**src/spb_pkg.sv**
```systemverilog
`timescale 1ns / 1ps
package spb_pkg;

  // protocol bytes
  localparam logic [7:0] ACK       = 8'h06;
  localparam logic [7:0] NAK       = 8'h15;
  localparam logic [7:0] BUS_SPI   = 8'h08;
  localparam logic [7:0] SBUF_BYTE = 8'hFF;
  localparam logic [7:0] IFACE_VER = 8'h01;

  // command map header bytes
  localparam logic [7:0] MAP_B1 = 8'h3F;
  localparam logic [7:0] MAP_B3 = 8'h0D;
  localparam int         MAP_ZEROS = 29;

  // host command codes
  localparam logic [7:0] CMD_NOP    = 8'h00;
  localparam logic [7:0] CMD_IFACE  = 8'h01;
  localparam logic [7:0] CMD_MAP    = 8'h02;
  localparam logic [7:0] CMD_NAME   = 8'h03;
  localparam logic [7:0] CMD_SBUF   = 8'h04;
  localparam logic [7:0] CMD_BUST   = 8'h05;
  localparam logic [7:0] CMD_SYNC   = 8'h10;
  localparam logic [7:0] CMD_SETBUS = 8'h12;
  localparam logic [7:0] CMD_SPIOP  = 8'h13;

  // result kinds
  localparam logic [1:0] K_HOST  = 2'd0;
  localparam logic [1:0] K_XFER  = 2'd1;
  localparam logic [1:0] K_SEL   = 2'd2;
  localparam logic [1:0] K_DESEL = 2'd3;

  // response scripts: one per shape of result burst
  localparam int SC_W  = 4;
  localparam int IDX_W = 6;
  localparam logic [SC_W-1:0] SC_NONE          = 4'd0;
  localparam logic [SC_W-1:0] SC_ONE           = 4'd1;
  localparam logic [SC_W-1:0] SC_IFACE         = 4'd2;
  localparam logic [SC_W-1:0] SC_CMDMAP        = 4'd3;
  localparam logic [SC_W-1:0] SC_NAME          = 4'd4;
  localparam logic [SC_W-1:0] SC_SBUF          = 4'd5;
  localparam logic [SC_W-1:0] SC_BUST          = 4'd6;
  localparam logic [SC_W-1:0] SC_SYNC          = 4'd7;
  localparam logic [SC_W-1:0] SC_REQ           = 4'd8;
  localparam logic [SC_W-1:0] SC_SEL           = 4'd9;
  localparam logic [SC_W-1:0] SC_SEL_ACK_REQ   = 4'd10;
  localparam logic [SC_W-1:0] SC_SEL_ACK_DESEL = 4'd11;
  localparam logic [SC_W-1:0] SC_ACK_REQ       = 4'd12;
  localparam logic [SC_W-1:0] SC_ACK_DESEL     = 4'd13;
  localparam logic [SC_W-1:0] SC_HOST_REQ      = 4'd14;
  localparam logic [SC_W-1:0] SC_HOST_DESEL    = 4'd15;

  localparam logic [7:0] NAME_TABLE [32] = '{
    8'h53, 8'h50, 8'h49, 8'h2D, 8'h62, 8'h72, 8'h69, 8'h64,
    8'h67, 8'h65, 8'h00, 8'h00, 8'h00, 8'h00, 8'h00, 8'h00,
    8'h00, 8'h00, 8'h00, 8'h00, 8'h00, 8'h00, 8'h00, 8'h00,
    8'h00, 8'h00, 8'h00, 8'h00, 8'h00, 8'h00, 8'h00, 8'h00
  };

  typedef struct packed {
    logic [1:0] kind;
    logic [7:0] value;
  } res_t;

  typedef struct packed {
    logic [SC_W-1:0] script;
    logic [7:0]      data;
  } desc_t;

  function automatic logic [IDX_W-1:0] script_len(input logic [SC_W-1:0] sc,
                                                  input logic [IDX_W-1:0] name_len);
    logic [IDX_W-1:0] n;
    unique case (sc)
      SC_NONE:          n = IDX_W'(0);
      SC_ONE:           n = IDX_W'(1);
      SC_IFACE:         n = IDX_W'(3);
      SC_CMDMAP:        n = IDX_W'(4 + MAP_ZEROS);
      SC_NAME:          n = name_len;
      SC_SBUF:          n = IDX_W'(3);
      SC_BUST:          n = IDX_W'(2);
      SC_SYNC:          n = IDX_W'(2);
      SC_REQ:           n = IDX_W'(1);
      SC_SEL:           n = IDX_W'(1);
      SC_SEL_ACK_REQ:   n = IDX_W'(3);
      SC_SEL_ACK_DESEL: n = IDX_W'(3);
      SC_ACK_REQ:       n = IDX_W'(2);
      SC_ACK_DESEL:     n = IDX_W'(2);
      SC_HOST_REQ:      n = IDX_W'(2);
      SC_HOST_DESEL:    n = IDX_W'(2);
    endcase
    return n;
  endfunction

  function automatic res_t script_item(input logic [SC_W-1:0]  sc,
                                       input logic [IDX_W-1:0] idx,
                                       input logic [7:0]       data);
    res_t r;
    r.kind  = K_HOST;
    r.value = 8'h00;
    unique case (sc)
      SC_NONE, SC_ONE: r.value = data;
      SC_IFACE: begin
        if (idx == IDX_W'(0))      r.value = ACK;
        else if (idx == IDX_W'(1)) r.value = IFACE_VER;
      end
      SC_CMDMAP: begin
        if (idx == IDX_W'(0))      r.value = ACK;
        else if (idx == IDX_W'(1)) r.value = MAP_B1;
        else if (idx == IDX_W'(3)) r.value = MAP_B3;
      end
      SC_NAME: begin
        if (idx == IDX_W'(0)) r.value = ACK;
        else                  r.value = NAME_TABLE[5'(idx - IDX_W'(1))];
      end
      SC_SBUF: r.value = (idx == IDX_W'(0)) ? ACK : SBUF_BYTE;
      SC_BUST: r.value = (idx == IDX_W'(0)) ? ACK : BUS_SPI;
      SC_SYNC: r.value = (idx == IDX_W'(0)) ? NAK : ACK;
      SC_REQ: begin
        r.kind  = K_XFER;
        r.value = data;
      end
      SC_SEL: r.kind = K_SEL;
      SC_SEL_ACK_REQ, SC_SEL_ACK_DESEL: begin
        if (idx == IDX_W'(0)) begin
          r.kind = K_SEL;
        end else if (idx == IDX_W'(1)) begin
          r.value = ACK;
        end else begin
          r.kind = (sc == SC_SEL_ACK_REQ) ? K_XFER : K_DESEL;
        end
      end
      SC_ACK_REQ, SC_ACK_DESEL: begin
        if (idx == IDX_W'(0)) r.value = ACK;
        else                  r.kind  = (sc == SC_ACK_REQ) ? K_XFER : K_DESEL;
      end
      SC_HOST_REQ, SC_HOST_DESEL: begin
        if (idx == IDX_W'(0)) r.value = data;
        else                  r.kind  = (sc == SC_HOST_REQ) ? K_XFER : K_DESEL;
      end
    endcase
    return r;
  endfunction

endpackage

```
**src/spb_if.sv**
```systemverilog
`timescale 1ns / 1ps
interface spb_in_if;
  logic       valid;
  logic       ready;
  logic       action;
  logic [7:0] data_byte;

  modport source (output valid, output action, output data_byte, input ready);
  modport sink   (input valid, input action, input data_byte, output ready);
endinterface

interface spb_out_if;
  logic       valid;
  logic       ready;
  logic [1:0] kind;
  logic [7:0] value;
  logic       last;

  modport source (output valid, output kind, output value, output last, input ready);
  modport sink   (input valid, input kind, input value, input last, output ready);
endinterface

```
**src/spb_decode.sv**
```systemverilog
`timescale 1ns / 1ps
module spb_decode import spb_pkg::*; #(
  parameter int LENGTH_WIDTH = 24
) (
  input  logic       clk,
  input  logic       rst_n,
  spb_in_if.sink     in_chan,
  input  logic       em_ready,
  output logic       desc_valid,
  output desc_t      desc
);

  localparam logic [2:0] PH_IDLE       = 3'd0;
  localparam logic [2:0] PH_BUSWAIT    = 3'd1;
  localparam logic [2:0] PH_LENGTHS    = 3'd2;
  localparam logic [2:0] PH_WRITE      = 3'd3;
  localparam logic [2:0] PH_WRITE_WAIT = 3'd4;
  localparam logic [2:0] PH_READ       = 3'd5;

  localparam logic [2:0] LEN_HALF  = 3'd3;
  localparam logic [2:0] LEN_BYTES = 3'd6;

  // input register
  logic       in_v_r, in_v_nxt;
  logic       in_act_r;
  logic [7:0] in_byte_r;

  logic [2:0]              phase_r, phase_nxt;
  logic [2:0]              cnt_r, cnt_nxt;
  logic [LENGTH_WIDTH-1:0] wr_r, wr_nxt;
  logic [LENGTH_WIDTH-1:0] rd_r, rd_nxt;

  logic                    consume;
  logic [2:0]              cnt_inc;
  logic [1:0]              sh_sel;
  logic [31:0]             shifted;
  logic [LENGTH_WIDTH-1:0] g_wr, g_rd, wr_dec, rd_dec;
  logic [SC_W-1:0]         script;
  logic [7:0]              data;

  assign cnt_inc = cnt_r + 3'd1;
  assign sh_sel  = (cnt_r < LEN_HALF) ? cnt_r[1:0] : 2'(cnt_r - LEN_HALF);
  assign shifted = 32'(in_byte_r) << {sh_sel, 3'b000};
  assign g_wr    = (cnt_r < LEN_HALF) ? (wr_r | shifted[LENGTH_WIDTH-1:0]) : wr_r;
  assign g_rd    = (cnt_r >= LEN_HALF && cnt_r < LEN_BYTES) ?
                   (rd_r | shifted[LENGTH_WIDTH-1:0]) : rd_r;
  assign wr_dec  = wr_r - LENGTH_WIDTH'(1);
  assign rd_dec  = rd_r - LENGTH_WIDTH'(1);

  always_comb begin
    phase_nxt = phase_r;
    cnt_nxt   = cnt_r;
    wr_nxt    = wr_r;
    rd_nxt    = rd_r;
    script    = SC_NONE;
    data      = 8'h00;
    unique case (phase_r)
      PH_IDLE: begin
        if (!in_act_r) begin
          unique case (in_byte_r)
            CMD_NOP: begin
              script = SC_ONE;
              data   = ACK;
            end
            CMD_IFACE:  script = SC_IFACE;
            CMD_MAP:    script = SC_CMDMAP;
            CMD_NAME:   script = SC_NAME;
            CMD_SBUF:   script = SC_SBUF;
            CMD_BUST:   script = SC_BUST;
            CMD_SYNC:   script = SC_SYNC;
            CMD_SETBUS: phase_nxt = PH_BUSWAIT;
            CMD_SPIOP: begin
              phase_nxt = PH_LENGTHS;
              cnt_nxt   = 3'd0;
              wr_nxt    = '0;
              rd_nxt    = '0;
            end
            default: ;
          endcase
        end
      end
      PH_BUSWAIT: begin
        if (!in_act_r) begin
          script    = SC_ONE;
          data      = (in_byte_r == BUS_SPI) ? ACK : NAK;
          phase_nxt = PH_IDLE;
        end
      end
      PH_LENGTHS: begin
        if (!in_act_r) begin
          wr_nxt = g_wr;
          rd_nxt = g_rd;
          if (cnt_inc >= LEN_BYTES) begin
            cnt_nxt = 3'd0;
            if (g_wr != '0) begin
              script    = SC_SEL;
              phase_nxt = PH_WRITE;
            end else if (g_rd != '0) begin
              script    = SC_SEL_ACK_REQ;
              phase_nxt = PH_READ;
            end else begin
              script    = SC_SEL_ACK_DESEL;
              phase_nxt = PH_IDLE;
            end
          end else begin
            cnt_nxt = cnt_inc;
          end
        end
      end
      PH_WRITE: begin
        if (!in_act_r) begin
          script    = SC_REQ;
          data      = in_byte_r;
          wr_nxt    = wr_dec;
          phase_nxt = PH_WRITE_WAIT;
        end
      end
      PH_WRITE_WAIT: begin
        if (in_act_r) begin
          if (wr_r != '0) begin
            phase_nxt = PH_WRITE;
          end else if (rd_r != '0) begin
            script    = SC_ACK_REQ;
            phase_nxt = PH_READ;
          end else begin
            script    = SC_ACK_DESEL;
            phase_nxt = PH_IDLE;
          end
        end
      end
      PH_READ: begin
        if (in_act_r) begin
          data   = in_byte_r;
          rd_nxt = rd_dec;
          if (rd_dec != '0) begin
            script = SC_HOST_REQ;
          end else begin
            script    = SC_HOST_DESEL;
            phase_nxt = PH_IDLE;
          end
        end
      end
      default: phase_nxt = PH_IDLE;
    endcase
  end

  // a request with no results retires without waiting on the emitter
  assign consume     = in_v_r && (script == SC_NONE || em_ready);
  assign in_chan.ready = !in_v_r || consume;
  assign desc_valid  = in_v_r && script != SC_NONE;
  assign desc.script = script;
  assign desc.data   = data;

  always_comb begin
    in_v_nxt = in_v_r;
    if (in_chan.valid && in_chan.ready) in_v_nxt = 1'b1;
    else if (consume)                   in_v_nxt = 1'b0;
  end

  always_ff @(posedge clk) begin
    if (!rst_n) begin
      in_v_r  <= 1'b0;
      phase_r <= PH_IDLE;
      cnt_r   <= 3'd0;
      wr_r    <= '0;
      rd_r    <= '0;
    end else begin
      in_v_r <= in_v_nxt;
      if (consume) begin
        phase_r <= phase_nxt;
        cnt_r   <= cnt_nxt;
        wr_r    <= wr_nxt;
        rd_r    <= rd_nxt;
      end
    end
  end

  always_ff @(posedge clk) begin
    if (in_chan.valid && in_chan.ready) begin
      in_act_r  <= in_chan.action;
      in_byte_r <= in_chan.data_byte;
    end
  end

endmodule

```
**src/spb_emit.sv**
```systemverilog
`timescale 1ns / 1ps
module spb_emit import spb_pkg::*; #(
  parameter int NAME_BYTES = 16
) (
  input  logic       clk,
  input  logic       rst_n,
  input  logic       desc_valid,
  input  desc_t      desc,
  output logic       em_ready,
  spb_out_if.source  out_chan
);

  localparam logic [IDX_W-1:0] NAME_LEN = IDX_W'(NAME_BYTES + 1);

  logic             cur_v_r, cur_v_nxt;
  desc_t            cur_r;
  logic [IDX_W-1:0] idx_r, idx_nxt;
  logic             out_v_r, out_v_nxt;
  res_t             out_res_r;
  logic             out_last_r;

  logic [IDX_W-1:0] len;
  logic             is_last, out_load, load;
  res_t             item;

  assign len      = script_len(cur_r.script, NAME_LEN);
  assign is_last  = idx_r == len - IDX_W'(1);
  assign item     = script_item(cur_r.script, idx_r, cur_r.data);
  assign out_load = cur_v_r && (!out_v_r || out_chan.ready);
  assign em_ready = !cur_v_r || (out_load && is_last);
  assign load     = desc_valid && em_ready;

  always_comb begin
    cur_v_nxt = cur_v_r;
    idx_nxt   = idx_r;
    if (load) begin
      cur_v_nxt = 1'b1;
      idx_nxt   = '0;
    end else if (out_load) begin
      idx_nxt = idx_r + IDX_W'(1);
      if (is_last) cur_v_nxt = 1'b0;
    end
    out_v_nxt = out_v_r;
    if (out_load)            out_v_nxt = 1'b1;
    else if (out_chan.ready) out_v_nxt = 1'b0;
  end

  always_ff @(posedge clk) begin
    if (!rst_n) begin
      cur_v_r <= 1'b0;
      idx_r   <= '0;
      out_v_r <= 1'b0;
    end else begin
      cur_v_r <= cur_v_nxt;
      idx_r   <= idx_nxt;
      out_v_r <= out_v_nxt;
    end
  end

  always_ff @(posedge clk) begin
    if (load) cur_r <= desc;
    if (out_load) begin
      out_res_r  <= item;
      out_last_r <= is_last;
    end
  end

  assign out_chan.valid = out_v_r;
  assign out_chan.kind  = out_res_r.kind;
  assign out_chan.value = out_res_r.value;
  assign out_chan.last  = out_last_r;

endmodule

```
**src/serial_flash_programmer_bridge.sv**
```systemverilog
`timescale 1ns / 1ps
// Path: a request is taken into the input register and decoded there combinationally into a
// response script, which the emitter's script register walks into the output register.
// Throughput: one request a cycle while each yields at most one result and the output is not
// stalled; a burst holds the emitter until its last result leaves, the single output register sets this pace.
// Reset: synchronous, active low; returns to idle awaiting a command byte, lengths cleared.
module serial_flash_programmer_bridge import spb_pkg::*; #(
  parameter int LENGTH_WIDTH = 24,
  parameter int NAME_BYTES   = 16
) (
  input  logic      clk,
  input  logic      rst_n,
  spb_in_if.sink    in_chan,
  spb_out_if.source out_chan
);

  // decode -> emitter hand-off: one response script plus its data byte
  logic  desc_valid;
  logic  em_ready;
  desc_t desc;

  // Decoder: input register, phase/length state and command decode.
  // State advances only when the request retires into the emitter,
  // or at once for requests that produce nothing (dropped inputs,
  // unknown codes, length bytes before the sixth).
  spb_decode #(
    .LENGTH_WIDTH(LENGTH_WIDTH)
  ) u_decode (
    .clk        (clk),
    .rst_n      (rst_n),
    .in_chan    (in_chan),
    .em_ready   (em_ready),
    .desc_valid (desc_valid),
    .desc       (desc)
  );

  // Emitter: walks the script into the output register one result a cycle
  // while the output is not stalled; takes the next script on the cycle its last result leaves,
  // so bursts from back-to-back requests run without a gap.
  spb_emit #(
    .NAME_BYTES(NAME_BYTES)
  ) u_emit (
    .clk        (clk),
    .rst_n      (rst_n),
    .desc_valid (desc_valid),
    .desc       (desc),
    .em_ready   (em_ready),
    .out_chan   (out_chan)
  );

endmodule

```
**src/flat_wrapper.sv**
```systemverilog
// flat-port wrapper written by rule: the top's interface ports become plain ports
module serial_flash_programmer_bridge_flat import spb_pkg::*;
#(
  parameter int LENGTH_WIDTH = 24,
  parameter int NAME_BYTES   = 16
)
  (clk, rst_n, in_chan_valid, in_chan_action, in_chan_data_byte, in_chan_ready, out_chan_valid, out_chan_kind, out_chan_value, out_chan_last, out_chan_ready);
  spb_in_if in_chan_i ();
  spb_out_if out_chan_i ();
  input  logic clk;
  input  logic rst_n;
  input wire logic [$bits(in_chan_i.valid)-1:0] in_chan_valid;
  input wire logic [$bits(in_chan_i.action)-1:0] in_chan_action;
  input wire logic [$bits(in_chan_i.data_byte)-1:0] in_chan_data_byte;
  output wire logic [$bits(in_chan_i.ready)-1:0] in_chan_ready;
  output wire logic [$bits(out_chan_i.valid)-1:0] out_chan_valid;
  output wire logic [$bits(out_chan_i.kind)-1:0] out_chan_kind;
  output wire logic [$bits(out_chan_i.value)-1:0] out_chan_value;
  output wire logic [$bits(out_chan_i.last)-1:0] out_chan_last;
  input wire logic [$bits(out_chan_i.ready)-1:0] out_chan_ready;
  assign in_chan_i.valid = in_chan_valid;
  assign in_chan_i.action = in_chan_action;
  assign in_chan_i.data_byte = in_chan_data_byte;
  assign in_chan_ready = in_chan_i.ready;
  assign out_chan_valid = out_chan_i.valid;
  assign out_chan_kind = out_chan_i.kind;
  assign out_chan_value = out_chan_i.value;
  assign out_chan_last = out_chan_i.last;
  assign out_chan_i.ready = out_chan_ready;
  serial_flash_programmer_bridge #(.LENGTH_WIDTH(LENGTH_WIDTH), .NAME_BYTES(NAME_BYTES)) u_core (.clk(clk), .rst_n(rst_n), .in_chan(in_chan_i), .out_chan(out_chan_i));
endmodule
```
**config.mk**
```make
export PLATFORM = sky130hd
export DESIGN_NAME = serial_flash_programmer_bridge_flat
export DESIGN_NICKNAME = d
export VERILOG_FILES = /design/src/spb_pkg.sv /design/src/spb_if.sv /design/src/spb_decode.sv /design/src/spb_emit.sv /design/src/serial_flash_programmer_bridge.sv /design/src/flat_wrapper.sv
export SDC_FILE = /design/constraint.sdc
export NUM_CORES = 1
export LEC_CHECK = 0
export BUFFER_PORTS_ARGS = -buffer_cell sky130_fd_sc_hd__buf_4
export CAP_MARGIN = 30
export CORE_UTILIZATION = 40
export DETAILED_ROUTE_END_ITERATION = 16
export HOLD_SLACK_MARGIN = 0.02
export PLACE_DENSITY_LB_ADDON = 0.15
export SYNTH_ARGS = -nofsm -noshare
export SYNTH_HDL_FRONTEND = slang
export SYNTH_SLANG_ARGS = --single-unit
```
**constraint.sdc**
```tcl
create_clock -name clk -period 5.3 [get_ports clk]
set_input_delay 1.06 -clock clk [delete_from_list [all_inputs] [get_ports clk]]
set_output_delay 1.06 -clock clk [all_outputs]
set_load 0.02 [all_outputs]
```
==> impl_metrics.yaml, run 1 <==
min_path:
  hold_path.class: "register to register"
logic_synthesis:
  synthFlopType: "dfxtp_1"
  synth_cell_type_count: 93
  yosys-top-cells-area: "dfxtp_1 (19%), edfxtp_1 (13%), nand2_1 (4.6%)"
  synthCells: 902
  async_reset_ff_share_pct: 0
  synth.avg_cell_area_um2: 8.02
  synth_top_area_share_pct: 18.5
  synth.most_common_cell: "nand2_1"
  synth_top_area_cell: "dfxtp_1"
  yosys_warnings: 0
  ys_seq_area_share_pct: 31.8
  syn_area_um2: 7230
  ys_top_cells_by_count: "nand2_1 (88), nor2_1 (74), dfxtp_1 (67)"
  syn_nets: 930
  synth_edf_count: 32
  ys_ff_latch: 99
global_route:
  grt_max_degree: 68
  overflow: 0
  grt_pass1_vias: 6244
  antenna_found_initial: 0
  grt_use_total_pct: 23.0
  grt_pass1_wl_mm: 33.3
placement:
  place.gp.congestion: 0.889
  dp_hpwl_mm: 14.4
  port_buffers: 25
setup_path:
  r2r_slack_ps: 1630
  start_kind: "register"
  reg2regPathDepth: 9
  reg2reg_to: "u_core.u_decode.rd_r[23]"
  cp-endpoint: "in_chan_ready"
  path_class: "register to output port"
  startpoint: "u_core.u_decode.cnt_r[2]"
  path_max_fanout: 21
  r2r_start: "u_core.u_decode.cnt_r[1]"
  crit_path_end_kind: "output port"
  crit_required_ps: 4240
  critical_path_arrival_ps: 3290
clock_tree:
  cts_sinks: 99
  cts_setup_buffers: 0
  clk_pin_slew_ps: 70
  cts_hold_buf: 0
  htreeDepth: 3
  cts-root-buf: "clkbuf_16"
  tritoncts: "yes"
  cts.path.max_buffers: 2
  cts_made_buffers: 9
  insertion_delay_ps: 360
  ctsResizeCount: 0
pwr:
  power.density_nw_per_um2: 193
  vdd_ir_drop_max_uv: 148
  leakage_nw: 2.97
status:
  status: "finished clean"
die:
  die_h_um: 136
  io_pins: 26
  die_x_um: 136
  fp-row-count: 48
  initial_core_util_pct: 41.4
  die_area_um2: 18600
  core_region_area_um2: 17500
sta:
  max_freq_mhz: 230
  fin_skew_ps: 13.7
  finalHoldViolations: 0
  holdWs_ps: 502
  setup-violations-final: 0
  final_max_slew_viol_count: 0
  fin_crit_sh_pct: 82.1
  rsz0062_at_grt: "false"
  fin_tns_setup_ps: 0
  worst_pin_slew_ps: 1000
  fin_crit_ps: 4350
  slew_headroom_pct: 32.7
layout:
  antenna_cells: 0
  n_fill_cell: 1784
  ff_latch_area_um2: 2300
  nets: 900
  drive_gt1_share_pct: 10.1
  multi_input_area_um2: 4470
  area_delta_synth_final_pct: 6.64
detailed_routing:
  wirelength_mm: 20.9
  vias: 6807
  dr.pass1.iters: 5
  routedWlPerCell_um: 19.0
  ant_nets: 0
  first_iter_violations: 609
  drcViolationCount: 0
  viasPerCell: 6.18
flow_run:
  drv_cap: 0
state kept, by name (all words and copies together), names as in the netlist:
signal,flops
u_core.u_decode.rd_r,24
u_core.u_decode.wr_r,24
u_core.u_emit.cur_r,12
u_core.u_decode.in_byte_r,8
u_core.u_emit.out_chan.value,8
u_core.u_emit.idx_r,6
u_core.u_emit.len,4
u_core.u_decode.cnt_r,3
u_core.u_decode.phase_r,3
u_core.u_emit.out_chan.kind,2
u_core.u_decode.in_act_r,1
u_core.u_decode.in_v_r,1
u_core.u_emit.cur_v_r,1
u_core.u_emit.out_chan.last,1
u_core.u_emit.out_chan.valid,1
cell type report:
type | instances | share of cell area (%)
clock buffer | 10 | 3.10
clock inverter | 6 | 0.503
timing repair buffer | 37 | 3.70
multi-input combinational | 699 | 57.9
sequential | 99 | 29.8
inverter | 26 | 1.27
tap | 225 | 3.65
power by group:
group | internal, mW | switching [mW]
combinational | 0.0225 | 0.0321
clock | 0.332 | 0.299
sequential | 0.785 | 0.0185
worst min path at each step:
stage | start | slack, ps | cells after the start | end
floorplan | u_core.u_decode.wr_r[23] | 460 | 2 | u_core.u_decode.wr_r[23]
global placement | u_core.u_decode.wr_r[23] | 490 | 2 | u_core.u_decode.wr_r[23]
detailed placement | u_core.u_decode.wr_r[6] | 490 | 2 | u_core.u_decode.wr_r[6]
CTS | u_core.u_decode.wr_r[6] | 510 | 2 | u_core.u_decode.wr_r[6]
global route | u_core.u_decode.wr_r[9] | 540 | 2 | u_core.u_decode.wr_r[9]
finish | u_core.u_decode.wr_r[6] | 500 | 2 | u_core.u_decode.wr_r[6]
critical path, stage by stage, from the launching register on:
cell	delay (ps)
dfxtp_1	750
inv_1	230
ha_1	360
a211oi_1	530
a21oi_1	270
and4_4	230
nor3_1	330
inv_1	80
buf_4	170
through the flow:
step | total power, mW | setup WS [ps] | area, um2 | std cells | utilization, %
after global placement | 0.875 | 1440 | 7420 | 1085 | 42.5
after floorplan | 0.849 | 2030 | 7230 | 902 | -
final | 1.49 | 948 | 7710 | 1102 | 44.1
after global routing | 1.54 | 621 | 7710 | 1102 | 44.1
after CTS | 1.51 | 902 | 7710 | 1102 | 44.1
after detailed placement | 0.874 | 1290 | 7440 | 1086 | 42.5
cell families after synthesis:
logic type,Yosys count,synth area share (%)
AND/OR/NAND/NOR,357,26.2
AO/OA/AOI/OAI,284,27.5
buffers and inverters,104,6.45
flip-flops,99,31.8
XOR/XNOR,33,4.00
adder cells (fa/ha/maj),16,2.73
multiplexers,9,1.26
placed cells by master (no fill, tap or decap), drive strengths merged, types with 6 or more instances in the layout:
| cell | n |
|---|---|
| nand3b | 8 |
| o31ai | 6 |
| xnor2 | 20 |
| nor2b | 16 |
| o21ai | 61 |
| or4 | 12 |
| mux2i | 8 |
| dfxtp | 67 |
| nand3 | 31 |
| and3 | 11 |
| ha | 15 |
| nand2 | 88 |
| nor2 | 74 |
| buf | 37 |
| nand2b | 9 |
| or3 | 11 |
| nor3 | 32 |
| or2 | 7 |
| a221oi | 10 |
| and2 | 10 |
| o211a | 14 |
| inv | 28 |
| o211ai | 6 |
| clkbuf | 10 |
| o311ai | 7 |
| nor3b | 8 |
| a31oi | 17 |
| xor2 | 13 |
| nor4 | 17 |
| a21oi | 58 |
| a211oi | 17 |
| nand4 | 9 |
| edfxtp | 32 |
| a21boi | 15 |
routing by layer:
metal,wire (um),part of all wire (%),GRT usage (%)
met3,1010,4.8,3.02
met4,592,2.8,8.40
met5,0,0,0
met1,9790,47,31.2
met2,9550,46,37.1
(Power assumes the default switching activity.)
==> run 2: changes to the inputs <==
==> constraint.sdc (replaced) <==
create_clock -name clk -period 4.2 [get_ports clk]
set_input_delay 0.84 -clock clk [delete_from_list [all_inputs] [get_ports clk]]
set_output_delay 0.84 -clock clk [all_outputs]
set_load 0.02 [all_outputs]
==> run 2 against run 1 <==
First-iteration DRC count up 11%. Final cell count increased by 1.5%. Wire length up 2.3%. Combinational power up 48%. Sequential power grew 26%. Critical endpoint unchanged. Worst hold slack improved by 7.8 ps. Register-to-register slack got worse by 930 ps. Via count rose by 0.32%.
==> impl_metrics.yaml, run 2 (synthesis results as in run 1) <==
die:
  fp-row-count: 48
  die_x_um: 136
  core_region_area_um2: 17500
  die_area_um2: 18600
  die_h_um: 136
  initial_core_util_pct: 41.4
  io_pins: 26
setup_path:
  crit_path_end_kind: "output port"
  r2r_slack_ps: 700
  start_kind: "register"
  r2r_start: "u_core.u_decode.rd_r[0]"
  path_max_fanout: 10
  crit_required_ps: 3360
  reg2reg_to: "u_core.u_decode.phase_r[0]"
  path_class: "register to output port"
  reg2regPathDepth: 9
  critical_path_arrival_ps: 2970
layout:
  layout_common_cells: "nand2_1 (88), nor2_1 (74), dfxtp_1 (67)"
  layout_commonest_cell: "nand2_1"
  reg.largest.list: "u_core.u_decode.rd_r x24, u_core.u_decode.wr_r x24, u_core.u_emit.cur_r x12"
  area_delta_synth_final_pct: 8.87
  finalCoreUtilization_pct: 45.1
  n_fill_cell: 1714
  antenna_cells: 0
  nets: 916
  drive_gt1_share_pct: 11.9
detailed_routing:
  vias: 6829
  ant_nets: 0
  drcViolationCount: 0
  dr.pass1.iters: 6
  routedWlPerCell_um: 19.2
  first_iter_violations: 679
  wirelength_mm: 21.4
  viasPerCell: 6.11
sta:
  setup-violations-final: 0
  slew_headroom_pct: 32.8
  fin_tns_setup_ps: 0
  max_freq_mhz: 263
  final_max_slew_viol_count: 0
  fin_crit_ps: 3810
  finalHoldViolations: 0
  fin_crit_sh_pct: 90.6
  fin_skew_ps: 10.9
  rsz0062_at_grt: "false"
  worst_pin_slew_ps: 1000
min_path:
  hold_depth: 2
  min_from: "u_core.u_decode.wr_r[9]"
  hold_path.class: "register to register"
  hold_end: "u_core.u_decode.wr_r[9]"
clock_tree:
  cts-root-buf: "clkbuf_16"
  cts_hold_buf: 0
  tritoncts: "yes"
  cts_setup_buffers: 0
  htreeDepth: 3
  cts.path.max_buffers: 2
  ctsResizeCount: 0
  cts_made_buffers: 9
  clk_pin_slew_ps: 70
  insertion_delay_ps: 360
  cts_sinks: 99
global_route:
  grt_use_total_pct: 24.0
  antenna_found_initial: 0
  overflow: 0
  grt_pass1_wl_mm: 34.6
  grt_pass1_vias: 6382
  grt_max_degree: 68
pwr:
  power.density_nw_per_um2: 254
  vdd_ir_drop_max_uv: 181
  leakage_nw: 3.07
flow_run:
  drv_cap: 0
placement:
  dp_hpwl_mm: 14.8
  port_buffers: 25
  place.gp.congestion: 0.864
status:
  status: "finished clean"
[run 2: power breakdown]
| group | switching [mW] | internal [mW] |
|---|---|---|
| Clock | 0.402 | 0.509 |
| Sequential | 0.0146 | 0.990 |
| Combinational | 0.0502 | 0.0306 |
| Total | 0.466 | 1.53 |
[run 2: critical path, cell delays in order (launching register included)]
cell and delay, ps:
dfxtp_1 490, inv_1 130, ha_1 410, a211oi_1 510, a21oi_1 260, and4_4 230, nor3_1 330, inv_1 70
buf_4 170
[run 2: per-layer routing]
metal	global-route usage [%]	wire [um]
met4	7.41	369
met2	38.6	9830
met3	3.77	1140
met1	32.8	10100
met5	0	0
[run 2: worst max path at each step]
| stage | cells past startpoint | slack (ps) | start | to |
|---|---|---|---|---|
| 6_report | 8 | 390 | u_core.u_decode.cnt_r[1] | in_chan_ready |
| 5_1_grt | 8 | 150 | u_core.u_decode.cnt_r[1] | in_chan_ready |
| 4_1_cts | 8 | 370 | u_core.u_decode.cnt_r[1] | in_chan_ready |
| 3_5_place_dp | 9 | 770 | u_core.u_decode.rd_r[0] | u_core.u_decode.phase_r[2] |
| 3_3_place_gp | 8 | 820 | u_core.u_decode.cnt_r[1] | in_chan_ready |
| 2_1_floorplan | 9 | 1150 | u_core.u_decode.cnt_r[1] | in_chan_ready |
[run 2: per-stage QoR]
stage / instance area, um2 / hold slack [ps] / power [mW] / std cells / worst slack [ps]
floorplan: 7230 / 461 / 1.07 / 902 / 1150
detailed placement: 7550 / 498 / 1.11 / 1102 / 768
CTS: 7880 / 509 / 2.02 / 1118 / 371
global placement: 7550 / 497 / 1.11 / 1102 / 818
global route: 7880 / 534 / 2.06 / 1118 / 153
finish: 7880 / 509 / 2.00 / 1118 / 393
[run 2: cell type report]
type,instances,area (um2),share of cell area [%]
clock buffers,10,250,3.18
clock inverters,6,76.3,0.969
repair buffers,53,398,5.05
flip-flops and latches,99,2300,29.2
multi-input cells,699,4470,56.8
well taps,225,282,3.57
inverters,26,97.6,1.24
==> run 3: changes to the inputs <==
--- a/config.mk
+++ b/config.mk
@@ -11,6 +11,7 @@
 export DETAILED_ROUTE_END_ITERATION = 16
 export HOLD_SLACK_MARGIN = 0.02
 export PLACE_DENSITY_LB_ADDON = 0.15
+export SETUP_SLACK_MARGIN = 0.5
 export SYNTH_ARGS = -nofsm -noshare
 export SYNTH_HDL_FRONTEND = slang
 export SYNTH_SLANG_ARGS = --single-unit
==> constraint.sdc (replaced) <==
create_clock -name clk -period 4.14 [get_ports clk]
set_input_delay 0.828 -clock clk [delete_from_list [all_inputs] [get_ports clk]]
set_output_delay 0.828 -clock clk [all_outputs]
set_load 0.02 [all_outputs]
==> run 3 against run 2 <==
Sequential power about the same. Critical path type unchanged. Critical endpoint unchanged. Via count up 1.0%. Global-route usage down 0.29 points. Sequential cell count unchanged. Largest cell class unchanged. Largest power group unchanged.
==> impl_metrics.yaml, run 3 (synthesis results as in run 1) <==
setup_path:
  reg2regPathDepth: 9
  r2r_slack_ps: 690
  cp-endpoint: "in_chan_ready"
  start_kind: "register"
  path_class: "register to output port"
  startpoint: "u_core.u_decode.cnt_r[1]"
  crit_required_ps: 3310
  reg2reg_to: "u_core.u_emit.cur_r[8]"
  crit_path_end_kind: "output port"
  path_max_fanout: 18
  r2r_start: "u_core.u_decode.rd_r[0]"
  critical_path_arrival_ps: 2660
placement:
  pre_cts_slack_ps: 349
  place.gp.congestion: 0.875
  dp_hpwl_mm: 14.5
  port_buffers: 25
  dp.cells: 1095
clock_tree:
  tritoncts: "yes"
  insertion_delay_ps: 360
  cts_made_buffers: 9
  clk_pin_slew_ps: 70
  cts_hold_buf: 0
  cts-root-buf: "clkbuf_16"
  cts_sinks: 99
  cts.path.max_buffers: 2
  htreeDepth: 3
layout:
  n_fill_cell: 1768
  antenna_cells: 0
  layout_common_cells: "nand2_1 (88), nor2_1 (74), dfxtp_1 (65)"
  final_cells: 1112
  layout_commonest_cell: "nand2_1"
  nets: 910
  reg.largest.list: "u_core.u_decode.rd_r x24, u_core.u_decode.wr_r x24, u_core.u_emit.cur_r x12"
  area_delta_synth_final_pct: 8.37
  finalCoreUtilization_pct: 44.9
  drive_gt1_share_pct: 12.0
detailed_routing:
  vias: 6898
  drcViolationCount: 0
  wirelength_mm: 21.3
  ant_nets: 0
  viasPerCell: 6.20
  dr.pass1.iters: 5
  first_iter_violations: 578
  routedWlPerCell_um: 19.2
die:
  io_pins: 26
  die_x_um: 136
  core_region_area_um2: 17500
  die_area_um2: 18600
  initial_core_util_pct: 41.4
  fp-row-count: 48
  die_h_um: 136
sta:
  rsz0062_at_grt: "false"
  holdWs_ps: 508
  finalHoldViolations: 0
  final_max_slew_viol_count: 0
  setup-violations-final: 0
  max_freq_mhz: 287
  fin_skew_ps: 7.44
  fin_tns_setup_ps: 0
  slew_headroom_pct: 31.0
  fin_crit_ps: 3480
  fin_crit_sh_pct: 84.1
  worst_slack_ps: 656
  worst_pin_slew_ps: 1030
pwr:
  p_switching_uw: 463
  p_comb_share_pct: 4.5
  netSwitchingFraction_pct: 23.5
  vdd_ir_drop_max_uv: 201
  seqPwrFrac_pct: 51.6
  intPower_mw: 1.51
  power.density_nw_per_um2: 251
  leakage_nw: 3.04
  power_frac_clock_pct: 43.9
global_route:
  overflow: 0
  antenna_found_initial: 0
  grt_use_total_pct: 23.7
  grt_max_degree: 68
  grt_pass1_wl_mm: 34.3
  grt_pass1_vias: 6222
flow_run:
  drv_cap: 0
min_path:
  hold_path.class: "register to register"
status:
  status: "finished clean"
run 3: changes by cell type in the layout (fill, tap and decap cells not counted), sizes merged:
cell	change
inv	-1
buf	-6
clkinv	+1
run 3: power by group through the flow:
stage                     Clock, mW  Sequential, mW  Combinational, mW
after floorplan                   0            1.03             0.0554
after global placement            0            1.04             0.0859
after detailed placement          0            1.04             0.0856
after CTS                     0.893            1.02             0.0862
after global routing          0.922            1.02             0.0960
final                         0.866            1.02             0.0890
run 3: how the worst min path moves through the flow:
stage                     cells past startpoint  slack, ps                       end                     start
final                                         2        510  u_core.u_decode.wr_r[23]  u_core.u_decode.wr_r[23]
after floorplan                               2        460  u_core.u_decode.wr_r[23]  u_core.u_decode.wr_r[23]
after CTS                                     2        510  u_core.u_decode.wr_r[23]  u_core.u_decode.wr_r[23]
after detailed placement                      2        500  u_core.u_decode.wr_r[23]  u_core.u_decode.wr_r[23]
after global routing                          2        530  u_core.u_decode.wr_r[23]  u_core.u_decode.wr_r[23]
after global placement                        2        500  u_core.u_decode.wr_r[23]  u_core.u_decode.wr_r[23]
run 3: layer usage:
layer	up-vias	part of all wire, %	GRT usage [%]
met5	-	0	0
met4	0	3.2	9.94
met3	46	4.9	3.17
met2	217	45	36.8
met1	3314	46	32.8
li1	3321	-	-
run 3: stage by stage:
| stage | instance area [um2] | total power [mW] |
|---|---|---|
| global placement | 7500 | 1.13 |
| floorplan | 7230 | 1.09 |
| CTS | 7800 | 2.00 |
| detailed placement | 7500 | 1.13 |
| finish | 7840 | 1.97 |
| global route | 7840 | 2.04 |
run 3: area by class of cell:
type / count / area, um2 / area share, %
clock buffer: 10 / 229 / 2.92
clock inverter: 6 / 62.6 / 0.798
inverter: 26 / 97.6 / 1.25
multi-input combinational: 699 / 4510 / 57.5
sequential: 99 / 2300 / 29.4
tap: 225 / 282 / 3.59
timing repair buffer: 47 / 353 / 4.50
run 3: critical path: stages (launching register included):
cell and delay, ps:
dfxtp_2 510, inv_1 120, ha_1 430, a211oi_4 370, a21oi_1 200, and4_4 210
nor3_2 230, inv_1 70, buf_4 160
run 3: repair_timing:
item                                   in CTS  in global routing
buffers inserted                            0                  1
pin swaps                                   0                  1
endpoints found under the hold margin       0                  0
setup endpoints to repair                   4                  1
gates resized for setup                     4                  6
